### src/design/dlsc_pkg.sv
package dlsc_pkg;

    localparam int CFG_ADDR_W = 3;
    localparam int CFG_DATA_W = 10;
    localparam int OUT_W      = 24;

    localparam logic [CFG_ADDR_W-1:0] CFG_SPLIT_TOTAL      = 3'd0;
    localparam logic [CFG_ADDR_W-1:0] CFG_DELAY_TOLERANCE  = 3'd1;
    localparam logic [CFG_ADDR_W-1:0] CFG_STEP_THRESHOLD   = 3'd2;
    localparam logic [CFG_ADDR_W-1:0] CFG_LOSS_RATIO_BOUND = 3'd3;
    localparam logic [CFG_ADDR_W-1:0] CFG_LOSS_MODE        = 3'd4;

    localparam logic [7:0] SPLIT_TOTAL_RST      = 8'd32;
    localparam logic [9:0] DELAY_TOLERANCE_RST  = 10'd20;
    localparam logic [5:0] STEP_THRESHOLD_RST   = 6'd3;
    localparam logic [7:0] LOSS_RATIO_BOUND_RST = 8'd2;
    localparam logic       LOSS_MODE_RST        = 1'b1;

    localparam logic [7:0]        SHARE_RST = 8'd32;
    localparam logic signed [7:0] GAIN_MAX  = 8'sd127;
    localparam logic signed [7:0] GAIN_MIN  = -8'sd127;
    localparam logic signed [7:0] GAIN_ONE  = 8'sd1;
    localparam logic signed [7:0] GAIN_NEG  = -8'sd1;
    localparam logic signed [7:0] GAIN_ZERO = 8'sd0;

    typedef struct packed {
        logic [7:0] split_total;
        logic [9:0] delay_tolerance;
        logic [5:0] step_threshold;
        logic [7:0] loss_ratio_bound;
        logic       loss_mode;
    } t_cfg;

    typedef struct packed {
        logic              split_changed;
        logic [7:0]        first_share;
        logic [7:0]        second_share;
        logic              loss_triggered;
        logic signed [7:0] gain;
    } t_step_res;

endpackage

### src/design/dlsc_cfg_regs.sv
module dlsc_cfg_regs (
    input  logic                            i_clk,
    input  logic                            i_rst_n,
    input  logic                            i_cfg_we,
    input  logic [dlsc_pkg::CFG_ADDR_W-1:0] i_cfg_addr,
    input  logic [dlsc_pkg::CFG_DATA_W-1:0] i_cfg_wdata,
    output dlsc_pkg::t_cfg                  o_cfg
);
    import dlsc_pkg::*;

    t_cfg r_cfg;

    always_ff @(posedge i_clk) begin
        if (!i_rst_n) begin
            r_cfg.split_total      <= SPLIT_TOTAL_RST;
            r_cfg.delay_tolerance  <= DELAY_TOLERANCE_RST;
            r_cfg.step_threshold   <= STEP_THRESHOLD_RST;
            r_cfg.loss_ratio_bound <= LOSS_RATIO_BOUND_RST;
            r_cfg.loss_mode        <= LOSS_MODE_RST;
        end else if (i_cfg_we) begin
            case (i_cfg_addr)
                CFG_SPLIT_TOTAL:      r_cfg.split_total      <= i_cfg_wdata[7:0];
                CFG_DELAY_TOLERANCE:  r_cfg.delay_tolerance  <= i_cfg_wdata[9:0];
                CFG_STEP_THRESHOLD:   r_cfg.step_threshold   <= i_cfg_wdata[5:0];
                CFG_LOSS_RATIO_BOUND: r_cfg.loss_ratio_bound <= i_cfg_wdata[7:0];
                CFG_LOSS_MODE:        r_cfg.loss_mode        <= i_cfg_wdata[0];
                default: ;
            endcase
        end
    end

    assign o_cfg = r_cfg;

endmodule

### src/design/dlsc_step.sv
module dlsc_step #(
    parameter int DELAY_BITS = 16,
    parameter int RUN_BITS   = 16
) (
    input  dlsc_pkg::t_cfg                i_cfg,
    input  logic signed [DELAY_BITS-1:0]  i_first_delay,
    input  logic signed [DELAY_BITS-1:0]  i_second_delay,
    input  logic [RUN_BITS-1:0]           i_first_run,
    input  logic [RUN_BITS-1:0]           i_second_run,
    input  logic signed [DELAY_BITS-1:0]  i_prev_first_delay,
    input  logic signed [DELAY_BITS-1:0]  i_prev_second_delay,
    input  logic [7:0]                    i_share,
    input  logic signed [7:0]             i_gain,
    output dlsc_pkg::t_step_res           o_res
);
    import dlsc_pkg::*;

    logic signed [DELAY_BITS+1:0] diff12, diff21, tol_ext;
    logic                         gt1, gt2;
    logic [RUN_BITS+7:0]          prod1, prod2;
    logic                         loss_dn, loss_up;
    logic signed [7:0]            g0;
    logic                         dn, up, by_loss;
    logic signed [8:0]            step_dn, step_up;
    logic signed [9:0]            sum_dn, sum_up;
    logic [7:0]                   share_dn, share_up, share_nx;
    logic signed [7:0]            gain_nx;

    assign diff12  = {{2{i_first_delay[DELAY_BITS-1]}}, i_first_delay}
                   - {{2{i_second_delay[DELAY_BITS-1]}}, i_second_delay};
    assign diff21  = -diff12;
    assign tol_ext = $signed({{(DELAY_BITS-8){1'b0}}, i_cfg.delay_tolerance});
    assign gt1     = diff12 > tol_ext;
    assign gt2     = diff21 > tol_ext;

    assign prod1   = {{8{1'b0}}, i_first_run} * {{RUN_BITS{1'b0}}, i_cfg.loss_ratio_bound};
    assign prod2   = {{8{1'b0}}, i_second_run} * {{RUN_BITS{1'b0}}, i_cfg.loss_ratio_bound};
    assign loss_dn = {{8{1'b0}}, i_second_run} > prod1;
    assign loss_up = {{8{1'b0}}, i_first_run} > prod2;

    always_comb begin
        g0      = i_gain;
        dn      = 1'b0;
        up      = 1'b0;
        by_loss = 1'b0;
        if (gt1) begin
            if (i_gain >= GAIN_ZERO) g0 = GAIN_NEG;
            dn = (i_first_delay >= i_prev_first_delay) && (i_share != 8'd0);
        end else if (gt2) begin
            if (i_gain <= GAIN_ZERO) g0 = GAIN_ONE;
            up = (i_second_delay >= i_prev_second_delay) && (i_share < i_cfg.split_total);
        end else if (!i_cfg.loss_mode) begin
            g0 = GAIN_ZERO;
        end else if (loss_dn) begin
            if (i_gain >= GAIN_ZERO) g0 = GAIN_NEG;
            dn      = i_share != 8'd0;
            by_loss = dn;
        end else if (loss_up) begin
            if (i_gain <= GAIN_ZERO) g0 = GAIN_ONE;
            up      = i_share < i_cfg.split_total;
            by_loss = up;
        end else begin
            g0 = GAIN_ZERO;
        end
    end

    // step sizes grow once the gain passes the threshold
    always_comb begin
        step_dn = {g0[7], g0} + $signed({3'b000, i_cfg.step_threshold});
        if (step_dn > -9'sd1) step_dn = -9'sd1;
        step_up = {g0[7], g0} - $signed({3'b000, i_cfg.step_threshold});
        if (step_up < 9'sd1) step_up = 9'sd1;
        sum_dn = $signed({2'b00, i_share}) + {step_dn[8], step_dn};
        sum_up = $signed({2'b00, i_share}) + {step_up[8], step_up};
        share_dn = (sum_dn < 10'sd0) ? 8'd0 : sum_dn[7:0];
        share_up = (sum_up > $signed({2'b00, i_cfg.split_total})) ? i_cfg.split_total
                                                                  : sum_up[7:0];
    end

    always_comb begin
        share_nx = i_share;
        gain_nx  = g0;
        if (dn) begin
            share_nx = share_dn;
            if (g0 != GAIN_MIN) gain_nx = g0 - GAIN_ONE;
        end else if (up) begin
            share_nx = share_up;
            if (g0 != GAIN_MAX) gain_nx = g0 + GAIN_ONE;
        end
    end

    assign o_res.split_changed  = dn | up;
    assign o_res.first_share    = share_nx;
    assign o_res.second_share   = (share_nx > i_cfg.split_total) ? 8'd0
                                                                 : i_cfg.split_total - share_nx;
    assign o_res.loss_triggered = by_loss;
    assign o_res.gain           = gain_nx;

endmodule

### src/design/dual_link_split_controller_core.sv
// Two-link split controller. Each input word carries both links' one-way
// delays and loss-free run lengths; each produces exactly one output word
// with the changed flag, both shares and the loss flag. One word is taken per
// clock cycle while the output is not stalled; a result passes the input
// register, then the step logic into the output register. The share and gain
// registers feed back through the step logic into themselves. Configuration
// registers take effect on the next word; write them only while no word is in
// flight.
module dual_link_split_controller_core #(
    parameter int DELAY_BITS = 16,
    parameter int RUN_BITS   = 16
) (
    input  logic                            i_clk,
    input  logic                            i_rst_n,
    input  logic                            i_cfg_we,
    input  logic [dlsc_pkg::CFG_ADDR_W-1:0] i_cfg_addr,
    input  logic [dlsc_pkg::CFG_DATA_W-1:0] i_cfg_wdata,
    input  logic                            i_s_axis_tvalid,
    output logic                            o_s_axis_tready,
    // first_delay, second_delay, first_run, second_run, zero pad
    input  logic [((2*DELAY_BITS+2*RUN_BITS+7)/8)*8-1:0] i_s_axis_tdata,
    output logic                            o_m_axis_tvalid,
    input  logic                            i_m_axis_tready,
    // split_changed, first_share, second_share, loss_triggered, zero pad
    output logic [dlsc_pkg::OUT_W-1:0]      o_m_axis_tdata
);
    import dlsc_pkg::*;

    t_cfg      cfg;
    t_step_res res;

    logic                         r_in_valid;
    logic signed [DELAY_BITS-1:0] r_first_delay, r_second_delay;
    logic [RUN_BITS-1:0]          r_first_run, r_second_run;
    logic                         r_out_valid;
    logic [OUT_W-1:0]             r_out_data;
    logic [7:0]                   r_share;
    logic signed [7:0]            r_gain;
    logic signed [DELAY_BITS-1:0] r_prev_first, r_prev_second;
    logic                         out_free, fire, take;

    assign out_free = !r_out_valid || i_m_axis_tready;
    assign fire     = r_in_valid && out_free;
    assign o_s_axis_tready = !r_in_valid || out_free;
    assign take     = i_s_axis_tvalid && o_s_axis_tready;

    dlsc_cfg_regs u_cfg (
        .i_clk       (i_clk),
        .i_rst_n     (i_rst_n),
        .i_cfg_we    (i_cfg_we),
        .i_cfg_addr  (i_cfg_addr),
        .i_cfg_wdata (i_cfg_wdata),
        .o_cfg       (cfg)
    );

    dlsc_step #(
        .DELAY_BITS (DELAY_BITS),
        .RUN_BITS   (RUN_BITS)
    ) u_step (
        .i_cfg               (cfg),
        .i_first_delay       (r_first_delay),
        .i_second_delay      (r_second_delay),
        .i_first_run         (r_first_run),
        .i_second_run        (r_second_run),
        .i_prev_first_delay  (r_prev_first),
        .i_prev_second_delay (r_prev_second),
        .i_share             (r_share),
        .i_gain              (r_gain),
        .o_res               (res)
    );

    always_ff @(posedge i_clk) begin
        if (!i_rst_n) begin
            r_in_valid    <= 1'b0;
            r_out_valid   <= 1'b0;
            r_share       <= SHARE_RST;
            r_gain        <= GAIN_ZERO;
            r_prev_first  <= '0;
            r_prev_second <= '0;
        end else begin
            if (take) begin
                r_in_valid <= 1'b1;
            end else if (fire) begin
                r_in_valid <= 1'b0;
            end
            if (fire) begin
                r_out_valid   <= 1'b1;
                r_share       <= res.first_share;
                r_gain        <= res.gain;
                r_prev_first  <= r_first_delay;
                r_prev_second <= r_second_delay;
            end else if (i_m_axis_tready) begin
                r_out_valid <= 1'b0;
            end
        end
    end

    always_ff @(posedge i_clk) begin
        if (take) begin
            r_first_delay  <= i_s_axis_tdata[DELAY_BITS-1:0];
            r_second_delay <= i_s_axis_tdata[2*DELAY_BITS-1:DELAY_BITS];
            r_first_run    <= i_s_axis_tdata[2*DELAY_BITS+RUN_BITS-1:2*DELAY_BITS];
            r_second_run   <= i_s_axis_tdata[2*DELAY_BITS+2*RUN_BITS-1:2*DELAY_BITS+RUN_BITS];
        end
        if (fire) begin
            r_out_data <= {6'b000000, res.loss_triggered, res.second_share,
                           res.first_share, res.split_changed};
        end
    end

    assign o_m_axis_tvalid = r_out_valid;
    assign o_m_axis_tdata  = r_out_data;

endmodule

### config.mk
export PLATFORM = sky130hd
export DESIGN_NAME = dual_link_split_controller_core
export DESIGN_NICKNAME = d
export VERILOG_FILES = /design/src/design/dlsc_pkg.sv /design/src/design/dlsc_cfg_regs.sv /design/src/design/dlsc_step.sv /design/src/design/dual_link_split_controller_core.sv
export SDC_FILE = /design/constraint.sdc
export NUM_CORES = 1
export LEC_CHECK = 0
export ABC_AREA = 1
export BUFFER_PORTS_ARGS = -buffer_cell sky130_fd_sc_hd__clkbuf_2
export CORE_MARGIN = 5
export CORE_UTILIZATION = 25
export CTS_BUF_LIST = sky130_fd_sc_hd__clkbuf_16
export DETAILED_ROUTE_END_ITERATION = 16
export PLACE_DENSITY = 0.44
export SETUP_SLACK_MARGIN = 0.15
export SLEW_MARGIN = 20
export SYNTH_ARGS = -nofsm -noshare
export SYNTH_HDL_FRONTEND = slang
export SYNTH_SLANG_ARGS = --single-unit
### constraint.sdc
create_clock -name i_clk -period 12.4 [get_ports i_clk]
set_input_delay 1.86 -clock i_clk [delete_from_list [all_inputs] [get_ports i_clk]]
set_output_delay 1.86 -clock i_clk [all_outputs]
set_load 0.01 [all_outputs]
==> results of run 1 <==
-- logic make-up (layout without fill, tap and decap cells) --
logic type	after synthesis	count (layout)	synth area share
simple gates	1130	1130	0.2279
compound gates	390	390	0.1016
xor+xnor	50	50	0.02097
other cells	1	7	0.0001766
flops	165	165	0.1942
buf+inv	816	1179	0.1474
fa+ha+maj	418	418	0.3078
-- synthesized netlist by cell type (6+ instances only) --
master,count,area (sq um)
inv_2,21,78.83
o21bai_1,14,105.1
edfxtp_1,82,2462
clkbuf_2,21,105.1
o21a_1,6,45.04
nand3_2,10,100.1
xnor2_1,19,166.4
dfxtp_1,83,1662
a21oi_1,190,950.9
inv_1,694,2605
nor2_1,158,593.1
nor3_1,21,105.1
nor2_2,10,62.56
nand3b_1,8,60.06
o21ai_1,11,55.05
nand2_1,716,2688
xor2_1,30,262.8
o211ai_1,15,112.6
nand3_1,114,570.6
o21ai_0,122,610.6
nand4_1,47,294.0
ha_1,244,3053
nand2_2,18,112.6
fa_1,174,3483
clkbuf_1,64,240.2
buf_4,8,60.06
-- what timing repair did --
item | CTS | global route
buffers inserted | 40 | 21
pin swaps | 73 | 74
endpoints found under the setup margin | 8 | 8
resized for setup | 102 | 91
-- critical path, delay by kind of cell, from the launching register on --
kind / cells / cell delay, ps
xor gates and xnor gates: 2 / 300
AOI/OAI and AO/OA: 13 / 1770
adders and majority gates: 13 / 4550
DFF: 1 / 500
and+or+nand+nor: 36 / 3630
buffers and inverters: 15 / 1120
-- through the flow --
step	setup slack (ps)	TNS, ps
final	280.6	0
after global routing	-493.9	-3633
after CTS	93.87	0
after detailed placement	-385.8	-2688
after global placement	-154.0	-800.2
after floorplan	169.1	0
-- cell type report --
cell class	count	share of cell area
Antenna cell	1	0.00009334
Sequential cell	165	0.1542
Timing Repair Buffer	430	0.1191
Tap cell	1134	0.05292
Clock buffer	17	0.01587
Multi-Input combinational cell	1994	0.5508
Clock inverter	15	0.006580
Inverter	717	0.1004
-- power by group --
part | switching, mW | internal (mW)
sequential | 0.0358 | 0.629
combinational | 1.03 | 0.876
clock | 0.261 | 0.318
total | 1.33 | 1.82
-- registers in the layout, indices dropped and copies added (netlist names) --
signal	cells
u_cfg.o_cfg	33
o_m_axis_tdata	18
r_first_delay	16
r_first_run	16
r_prev_first	16
r_prev_second	16
r_second_delay	16
r_second_run	16
r_gain	8
r_share	8
o_m_axis_tvalid	1
r_in_valid	1
-- routing by layer --
layer / wire, um / up-vias / part of all wire / GRT usage
li1: - / 9894 / - / -
met4: 1256 / 4 / 0.019 / 0.03567
met3: 2582 / 62 / 0.039 / 0.03117
met2: 30210 / 247 / 0.46 / 0.2439
met1: 31310 / 8895 / 0.48 / 0.1942
met5: 25 / - / 0.00038 / 0
-- worst min-delay path by stage --
| stage | startpoint | endpoint | cells after the start |
|---|---|---|---|
| 2_1_floorplan | r_prev_first[10]$_SDFFE_PN0P_ | r_prev_first[10]$_SDFFE_PN0P_ | 2 |
| 3_3_place_gp | r_prev_second[5]$_SDFFE_PN0P_ | r_prev_second[5]$_SDFFE_PN0P_ | 2 |
| 3_5_place_dp | r_prev_first[4]$_SDFFE_PN0P_ | r_prev_first[4]$_SDFFE_PN0P_ | 2 |
| 4_1_cts | r_prev_first[4]$_SDFFE_PN0P_ | r_prev_first[4]$_SDFFE_PN0P_ | 2 |
| 5_1_grt | r_prev_second[3]$_SDFFE_PN0P_ | r_prev_second[3]$_SDFFE_PN0P_ | 2 |
| 6_report | r_prev_first[4]$_SDFFE_PN0P_ | r_prev_first[4]$_SDFFE_PN0P_ | 2 |
==> summary.txt, run 1 <==
status: finished clean
Initial Utilization: 0.2530
Worst Setup End Kind: register
worst path arrival time: 12,380 ps
# DRC: 0
vias per cell: 4.271
RR Startpoint: r_first_run[5]$_DFFE_PP_
placed cell area: 24,930 sq um
Yosys reg bits: 165
clk root buf: clkbuf_16
part of the cycle the worst path needs: 0.9774
post-DP HPWL: 53,720 um
Core Box Area: 83,950 sq um
Pleak: 14.68 nW
clk_skew: 12.34 ps
Power Density: 117.6 nW/um^2
Fillers: 9,141
crit path launch type: register
slowest CP cell: fa_1
drt pass-1 iters: 5
largest net degree at the start of global routing: 76
routability congestion estimate: 0.8560
clock buffer depth: 2
worst-path fanout max: 6
setup violators final: 0
Post-Syn Area per Cell: 7.150 sq um
# IOs: 108
footprint of the multi-input gates: 14,770 sq um
max_cap viols: 0
Hold Fails Final Rpt: 0
Worst-path clk slew: 70 ps
capture point of the worst path: o_m_axis_tdata[11]$_SDFFCE_PN0P_
CTS buffer count: 17
first-pass GRT wire length: 104,600 um
minimum clock period: 12,120 ps
layout cells sized above 1: 0.2067
ys flop type: dfxtp_1
Post-Syn Area: 21,240 sq um
fin util: 0.3194
Overflow after GRT: 0
commonest non-fill, non-tap cell in the layout: nand2_1
Worst path max stage delay: 540 ps
dpl cells: 4,379
initial DRC count: 1,012
DIE HEIGHT: 301.5 um
Worst Tran Pin Value: 983.0 ps
WS Path Type: register to register
TritonCTS clock tree: yes
post-route ant nets: 0
vias in the first global route: 19,292
FF/Latch Area: 4134 sq um
worst skew pair latency: 500 ps
most frequent cells in the layout: 686 x nand2_1, 677 x inv_1, 302 x buf_4
Final Max Slew Viols: 0
Async SR Flop Fraction: 0
Mapped Cells: 2,970
Synth warnings: 0
Req. time, crit path: 12,660 ps
routed via count: 19,102
Tot Pwr: 3.154 mW
proportion of synthesized chip area in sequential cells: 0.1942
worst hold slack: 458.9 ps
FMAX: 82.51 MHz
I/O Buffers: 101
Area Growth Syn to Fin: 26.25%
Die ar.: 90,880 sq um
unrepaired setup endpoints after global routing: true
r2r setup slk: 280 ps
clock sink count: 165
Hold WC Path Type: register to register
fin nets: 3,825
final instance area: 26,810 sq um
final WL: 65,390 um
die width: 301.5 um
initial antenna violation count: 3
Slew Limit Headroom: 0.3447
CTS HTree Levels: 4
EDFF count, synth: 82
cts hold-fix bufs: 0
R2R depth: 79
WL per Instance: 14.62 um
Yosys cell types: 59
worst r2r dst: o_m_axis_tdata[11]$_SDFFCE_PN0P_
Post-Layout Cell Count: 4,473
Critical Path Source: r_first_run[5]$_DFFE_PP_
FP Rows: 106
Tot GR Track Use: 0.1463
peak supply drop: 0.1040 mV
Note: power is estimated with default switching activity, not from simulation.
==> run 2: changes to the inputs <==
--- a/config.mk
+++ b/config.mk
@@ -6,12 +6,13 @@
 export NUM_CORES = 1
 export LEC_CHECK = 0
 export ABC_AREA = 1
+export ABC_CLOCK_PERIOD_IN_PS = 12400
 export BUFFER_PORTS_ARGS = -buffer_cell sky130_fd_sc_hd__clkbuf_2
-export CORE_MARGIN = 5
-export CORE_UTILIZATION = 25
+export CORE_MARGIN = 2
+export CORE_UTILIZATION = 58
 export CTS_BUF_LIST = sky130_fd_sc_hd__clkbuf_16
 export DETAILED_ROUTE_END_ITERATION = 16
-export PLACE_DENSITY = 0.44
+export PLACE_DENSITY = 0.82
 export SETUP_SLACK_MARGIN = 0.15
 export SLEW_MARGIN = 20
 export SYNTH_ARGS = -nofsm -noshare
==> run 2 against run 1 <==
Net effect: the run now ends with setup timing left; critical path depth rose by 4; first-iteration DRC count is 85% higher; fmax down 7.9%; sequential power increased by 1%; via count is 9.0% higher; non-clock buffer count down 41; clock power is 2% higher; clock skew rose by 2.3 ps; design area down 4.6%; worst hold slack better by 2.8 ps; critical path type unchanged; highest routed layer unchanged.
==> summary.txt, run 2 (same netlist as run 1, synthesis figures left out) <==
part of the cycle the worst path needs: 1.061 (+0.08410)
worst-path fanout max: 16 (+10)
status: finished, violations left
fin nets: 3,784 (-1.1%)
Worst-path clk slew: 80 ps (about the same)
failing checks: setup timing
worst skew pair latency: 460 ps (-40 ps)
# IOs: 108 (unchanged)
clk_skew: 14.65 ps (+2.305 ps)
commonest non-fill, non-tap cell in the layout: nand2_1
post-route ant nets: 0 (unchanged)
TritonCTS clock tree: yes
routed via count: 20,830 (+9.0%)
Area Growth Syn to Fin: 20.49%
footprint of the multi-input gates: 14,700 sq um (-0.47%)
max reg flops: 33 (unchanged)
minimum clock period: 13,160 ps (+1043 ps)
worst hold slack: 461.7 ps (+2.819 ps)
FMAX: 75.98 MHz (-7.9%)
WS Path Type: register to register
placed cell area: 23,520 sq um (-5.6%)
largest net degree at the start of global routing: 76 (unchanged)
DIE HEIGHT: 195.4 um (-35%)
worst path arrival time: 13,370 ps (+990 ps)
Req. time, crit path: 12,610 ps (-50 ps)
most frequent cells in the layout: 695 x nand2_1, 675 x inv_1, 254 x buf_4
initial DRC count: 1,873 (+85%)
Power Density: 130.2 nW/um^2 (+11%)
# DRC: 0 (unchanged)
Core Box Area: 36,350 sq um (-57%)
Overflow after GRT: 0 (unchanged)
Die ar.: 38,160 sq um (-58%)
Fillers: 2,742 (-70%)
FF/Latch Area: 4144 sq um (+0.24%)
peak supply drop: 0.1094 mV (+5.1%)
Hold Fails Final Rpt: 0 (unchanged)
WP depth: 83 (+5.1%)
fin util: 0.7040 (+0.3846)
layout cells sized above 1: 0.1950 (-0.01168)
Worst Tran Pin Value: 898.6 ps (-84.45 ps)
clk root buf: clkbuf_16
dpl ws: -620.1 ps (-234.3 ps)
final WL: 64,710 um (-1.0%)
CTS buffer count: 17 (unchanged)
Pleak: 14.51 nW (-1.2%)
FP Rows: 70 (-34%)
Initial Utilization: 0.5843 (+0.3313)
crit path launch type: register
Buf/Inv on CP: 19 (+4)
initial antenna violation count: 1 (-2)
vias in the first global route: 20,393 (+5.7%)
Slew Limit Headroom: 0.4010 (+0.05630)
slowest CP cell: fa_1
Worst Setup End Kind: register
first-pass GRT wire length: 100,300 um (-4.0%)
die width: 195.4 um (-35%)
Worst path max stage delay: 560 ps (+20 ps)
routability congestion estimate: 0.9707 (+13%)
CTS HTree Levels: 4 (unchanged)
CP most frequent cell: nand2_1
clock sink count: 165 (unchanged)
Worst path top cell family by delay: adder cells
unrepaired setup endpoints after global routing: true
hold path depth: 2 (unchanged)
Tot GR Track Use: 0.3286 (+0.1823)
setup TNS: -5604 ps (-5604 ps)
post-DP HPWL: 47,880 um (-11%)
Final Max Slew Viols: 0 (unchanged)
I/O Buffers: 101 (unchanged)
R2R depth: 83 (+5.1%)
drt pass-1 iters: 6 (+1)
Hold WC Path Type: register to register
clock buffer depth: 2 (unchanged)
Worst Slack Setup Final: -762.2 ps (-1043 ps)
max_cap viols: 0 (unchanged)
vias per cell: 5.533 (+30%)
Diodes inserted: 0 (-1)
WL per Instance: 17.19 um (+18%)
setup violators final: 8 (+8)
final instance area: 25,590 sq um (-4.6%)
==> run 2: cell type report <==
class	count	area share
Multi-Input combinational cell	1994	0.5744
Sequential cell	165	0.1620
Timing Repair Buffer	389	0.1103
Inverter	717	0.1053
Tap cell	468	0.02289
Clock buffer	17	0.01663
Clock inverter	15	0.008509
==> run 2: metrics by stage <==
| step | total power, mW | std cells |
|---|---|---|
| finish | 3.331 | 3765 |
| floorplan | 1.667 | 2975 |
| CTS | 3.011 | 3737 |
| detailed placement | 2.232 | 3654 |
| global placement | 2.187 | 3654 |
| global route | 3.534 | 3765 |
==> run 2: where the power goes <==
part | switching, mW | internal [mW]
logic | 1.15 | 0.917
clock network | 0.281 | 0.311
registers | 0.0431 | 0.629
==> run 2: per-layer routing <==
layer	GRT usage	up-vias	wire (um)
met5	0	-	13
met3	0.05458	242	5400
li1	-	9817	-
met1	0.4210	9740	25970
met4	0.1309	2	2967
met2	0.5556	1029	30360
==> run 2: path summary, 6_finish.rpt <==
path / slack (ps) / from / to
setup / recovery: -760 / u_cfg.o_cfg[8]$_SDFFE_PN0P_ / o_m_axis_tdata[16]$_SDFFCE_PN0P_
hold / removal: 460 / r_prev_second[1]$_SDFFE_PN0P_ / r_prev_second[1]$_SDFFE_PN0P_
setup reg to reg: -760 / u_cfg.o_cfg[8]$_SDFFE_PN0P_ / o_m_axis_tdata[16]$_SDFFCE_PN0P_
hold reg to reg: 460 / r_prev_second[1]$_SDFFE_PN0P_ / r_prev_second[1]$_SDFFE_PN0P_
==> run 2: tightest hold or removal path: stages, from the launching register on <==
cell	delay [ps]
dfxtp_1	300
inv_1	60
a21oi_1	50
==> run 2: what timing repair did <==
item,4_1_cts,5_1_grt
hold endpoints to repair,0,0
hold buffers,0,0
endpoints found under the setup margin,8,9
buffers inserted,51,28
resized for setup,118,85
pin swaps,90,74
==> run 3: changes to the inputs <==
--- a/config.mk
+++ b/config.mk
@@ -6,7 +6,7 @@
 export NUM_CORES = 1
 export LEC_CHECK = 0
 export ABC_AREA = 1
-export ABC_CLOCK_PERIOD_IN_PS = 12400
+export ABC_CLOCK_PERIOD_IN_PS = 11800
 export BUFFER_PORTS_ARGS = -buffer_cell sky130_fd_sc_hd__clkbuf_2
 export CORE_MARGIN = 2
 export CORE_UTILIZATION = 58
@@ -14,7 +14,6 @@
 export DETAILED_ROUTE_END_ITERATION = 16
 export PLACE_DENSITY = 0.82
 export SETUP_SLACK_MARGIN = 0.15
-export SLEW_MARGIN = 20
 export SYNTH_ARGS = -nofsm -noshare
 export SYNTH_HDL_FRONTEND = slang
 export SYNTH_SLANG_ARGS = --single-unit
==> constraint.sdc (replaced) <==
create_clock -name i_clk -period 11.8 [get_ports i_clk]
set_input_delay 1.77 -clock i_clk [delete_from_list [all_inputs] [get_ports i_clk]]
set_output_delay 1.77 -clock i_clk [all_outputs]
set_load 0.01 [all_outputs]
==> run 3 against run 2 <==
Net effect: the flow still finishes with violations (setup timing); utilization grew 1.1 points; global-route usage up 0.38 points; non-clock buffer count is 31 higher; combinational power rose by 7%; worst hold slack better by 2.3 ps; clock power increased by 1%; fmax increased by 2.5%; flip-flop and latch count unchanged; critical path type unchanged.
==> summary.txt, run 3 (same netlist as run 1, synthesis figures left out) <==
Hold Fails Final Rpt: 0 (unchanged)
Diodes inserted: 0 (unchanged)
fin nets: 3,815 (+0.82%)
clk root buf: clkbuf_16
Power Density: 134.9 nW/um^2 (+3.6%)
Tot GR Track Use: 0.3324 (+0.003820)
fin util: 0.7153 (+0.01133)
dpl ws: -719.6 ps (-99.50 ps)
TritonCTS clock tree: yes
Worst Slack Setup Final: -1043 ps (-281.0 ps)
Fillers: 2,759 (+0.62%)
Buf/Inv on CP: 13 (-6)
initial DRC count: 1,658 (-11%)
Worst Setup End Kind: register
Req. time, crit path: 12,020 ps (-590 ps)
FP Rows: 70 (unchanged)
Worst path max stage delay: 550 ps (about the same)
# IOs: 108 (unchanged)
DIE HEIGHT: 195.4 um (unchanged)
die width: 195.4 um (unchanged)
crit path launch type: register
unrepaired setup endpoints after global routing: true
clock sink count: 165 (unchanged)
CTS buffer count: 17 (unchanged)
# DRC: 0 (unchanged)
worst skew pair latency: 480 ps (+20 ps)
WS Path Type: register to register
final WL: 62,940 um (-2.7%)
worst r2r dst: o_m_axis_tdata[12]$_SDFFCE_PN0P_
layout cells sized above 1: 0.2079 (+0.01291)
FMAX: 77.86 MHz (+2.5%)
worst hold slack: 464.0 ps (+2.339 ps)
max_cap viols: 0 (unchanged)
R2R depth: 80 (-3.6%)
worst hold start: r_prev_first[6]$_SDFFE_PN0P_
commonest non-fill, non-tap cell in the layout: nand2_1
setup TNS: -8177 ps (-2573 ps)
max reg flops: 33 (unchanged)
Pleak: 14.70 nW (+1.3%)
cts hold-fix bufs: 0 (unchanged)
worst-path fanout max: 7 (-9)
WP depth: 80 (-3.6%)
Initial Utilization: 0.5843 (unchanged)
CP most frequent cell: nand2_1
part of the cycle the worst path needs: 1.088 (+0.02693)
failing checks: setup timing
minimum clock period: 12,840 ps (-319.0 ps)
Worst path top cell family by delay: adder cells
initial antenna violation count: 0 (-1)
Tot Pwr: 3.507 mW (+5.3%)
setup violators final: 8 (unchanged)
Overflow after GRT: 0 (unchanged)
post-route ant nets: 0 (unchanged)
Slew Limit Headroom: 0.3415 (-0.05947)
Worst Tran Pin Value: 984.1 ps (+85.56 ps)
dpl cells: 3,700 (+1.3%)
clock buffer depth: 2 (unchanged)
Final Max Slew Viols: 0 (unchanged)
first-pass GRT wire length: 101,400 um (+1.1%)
WL per Instance: 16.58 um (-3.5%)
routability congestion estimate: 0.9952 (+2.5%)
capture point of the worst path: o_m_axis_tdata[12]$_SDFFCE_PN0P_
Core Box Area: 36,350 sq um (unchanged)
vias in the first global route: 20,715 (+1.6%)
slowest CP cell: fa_1
I/O Buffers: 101 (unchanged)
most frequent cells in the layout: 688 x nand2_1, 672 x inv_1, 288 x buf_4
Worst-path clk slew: 80 ps (about the same)
final instance area: 26,000 sq um (+1.6%)
clk_skew: 21.51 ps (+6.860 ps)
peak supply drop: 0.1258 mV (+15%)
largest net degree at the start of global routing: 76 (unchanged)
Hold WC Path Type: register to register
Critical Path Source: r_first_run[5]$_DFFE_PP_
placed cell area: 24,260 sq um (+3.1%)
post-DP HPWL: 47,710 um (-0.36%)
drt pass-1 iters: 5 (-1)
vias per cell: 5.434 (-1.8%)
RR Startpoint: r_first_run[5]$_DFFE_PP_
CTS HTree Levels: 4 (unchanged)
routed via count: 20,629 (-0.96%)
r2r setup slk: -1040 ps (-280 ps)
Post-Layout Cell Count: 3,796 (+0.82%)
status: finished, violations left
worst path arrival time: 13,070 ps (-300 ps)
Area Growth Syn to Fin: 22.42%
Die ar.: 38,160 sq um (unchanged)
==> run 3: changes by cell type in the layout (fill, tap and decap cells not counted), moves of 5 or more <==
cell / before / now
ha_1: 222 / 217
nand2_1: 695 / 688
inv_6: 0 / 6
buf_6: 30 / 18
ha_4: 19 / 25
nand2_4: 8 / 15
o21ai_2: 8 / 15
nor2_2: 18 / 26
buf_12: 3 / 11
o21ai_1: 19 / 14
buf_4: 254 / 288
==> run 3: per-layer routing <==
metal  global-route usage  routed length [um]  up-vias
li1                     -                   -     9861
met1               0.4105               25020     9688
met2               0.5742               30500      860
met3              0.04145                4077      220
met4               0.1674                3338        0
met5                    0                   0        -
==> run 3: layout make-up <==
class	count	area, sq um	area share
repair buffers	420	3146	0.1210
multi-input cells	1994	14850	0.5712
well taps	468	585.6	0.02252
clock inverters	14	140.1	0.005390
flip-flops and latches	165	4131	0.1589
inverters	717	2696	0.1037
clock buffers	18	450.4	0.01733
==> run 3: where the power goes <==
group          internal (mW)  switching [mW]  total (mW)
Clock                  0.310           0.288       0.598
Sequential             0.661          0.0405       0.702
Combinational          0.998            1.21        2.21
==> run 3: repair_timing <==
action,4_1_cts,5_1_grt
endpoints found under the hold margin,0,0
endpoints found under the setup margin,8,22
setup buffers,38,24
pin swaps,68,97
resized for setup,62,91
gates cloned,2,0
==> run 3: worst min-delay path, cell delays in order (launching register included) <==
cell and delay (ps):
dfxtp_1 300, inv_1 60, a21oi_1 60
==> run 3: worst min path at each step <==
stage,end,cells past startpoint
finish,r_prev_first[6]$_SDFFE_PN0P_,2
global route,r_prev_first[13]$_SDFFE_PN0P_,2
CTS,r_prev_first[13]$_SDFFE_PN0P_,2
detailed placement,r_prev_second[1]$_SDFFE_PN0P_,2
global placement,r_prev_first[4]$_SDFFE_PN0P_,2
floorplan,r_prev_first[10]$_SDFFE_PN0P_,2
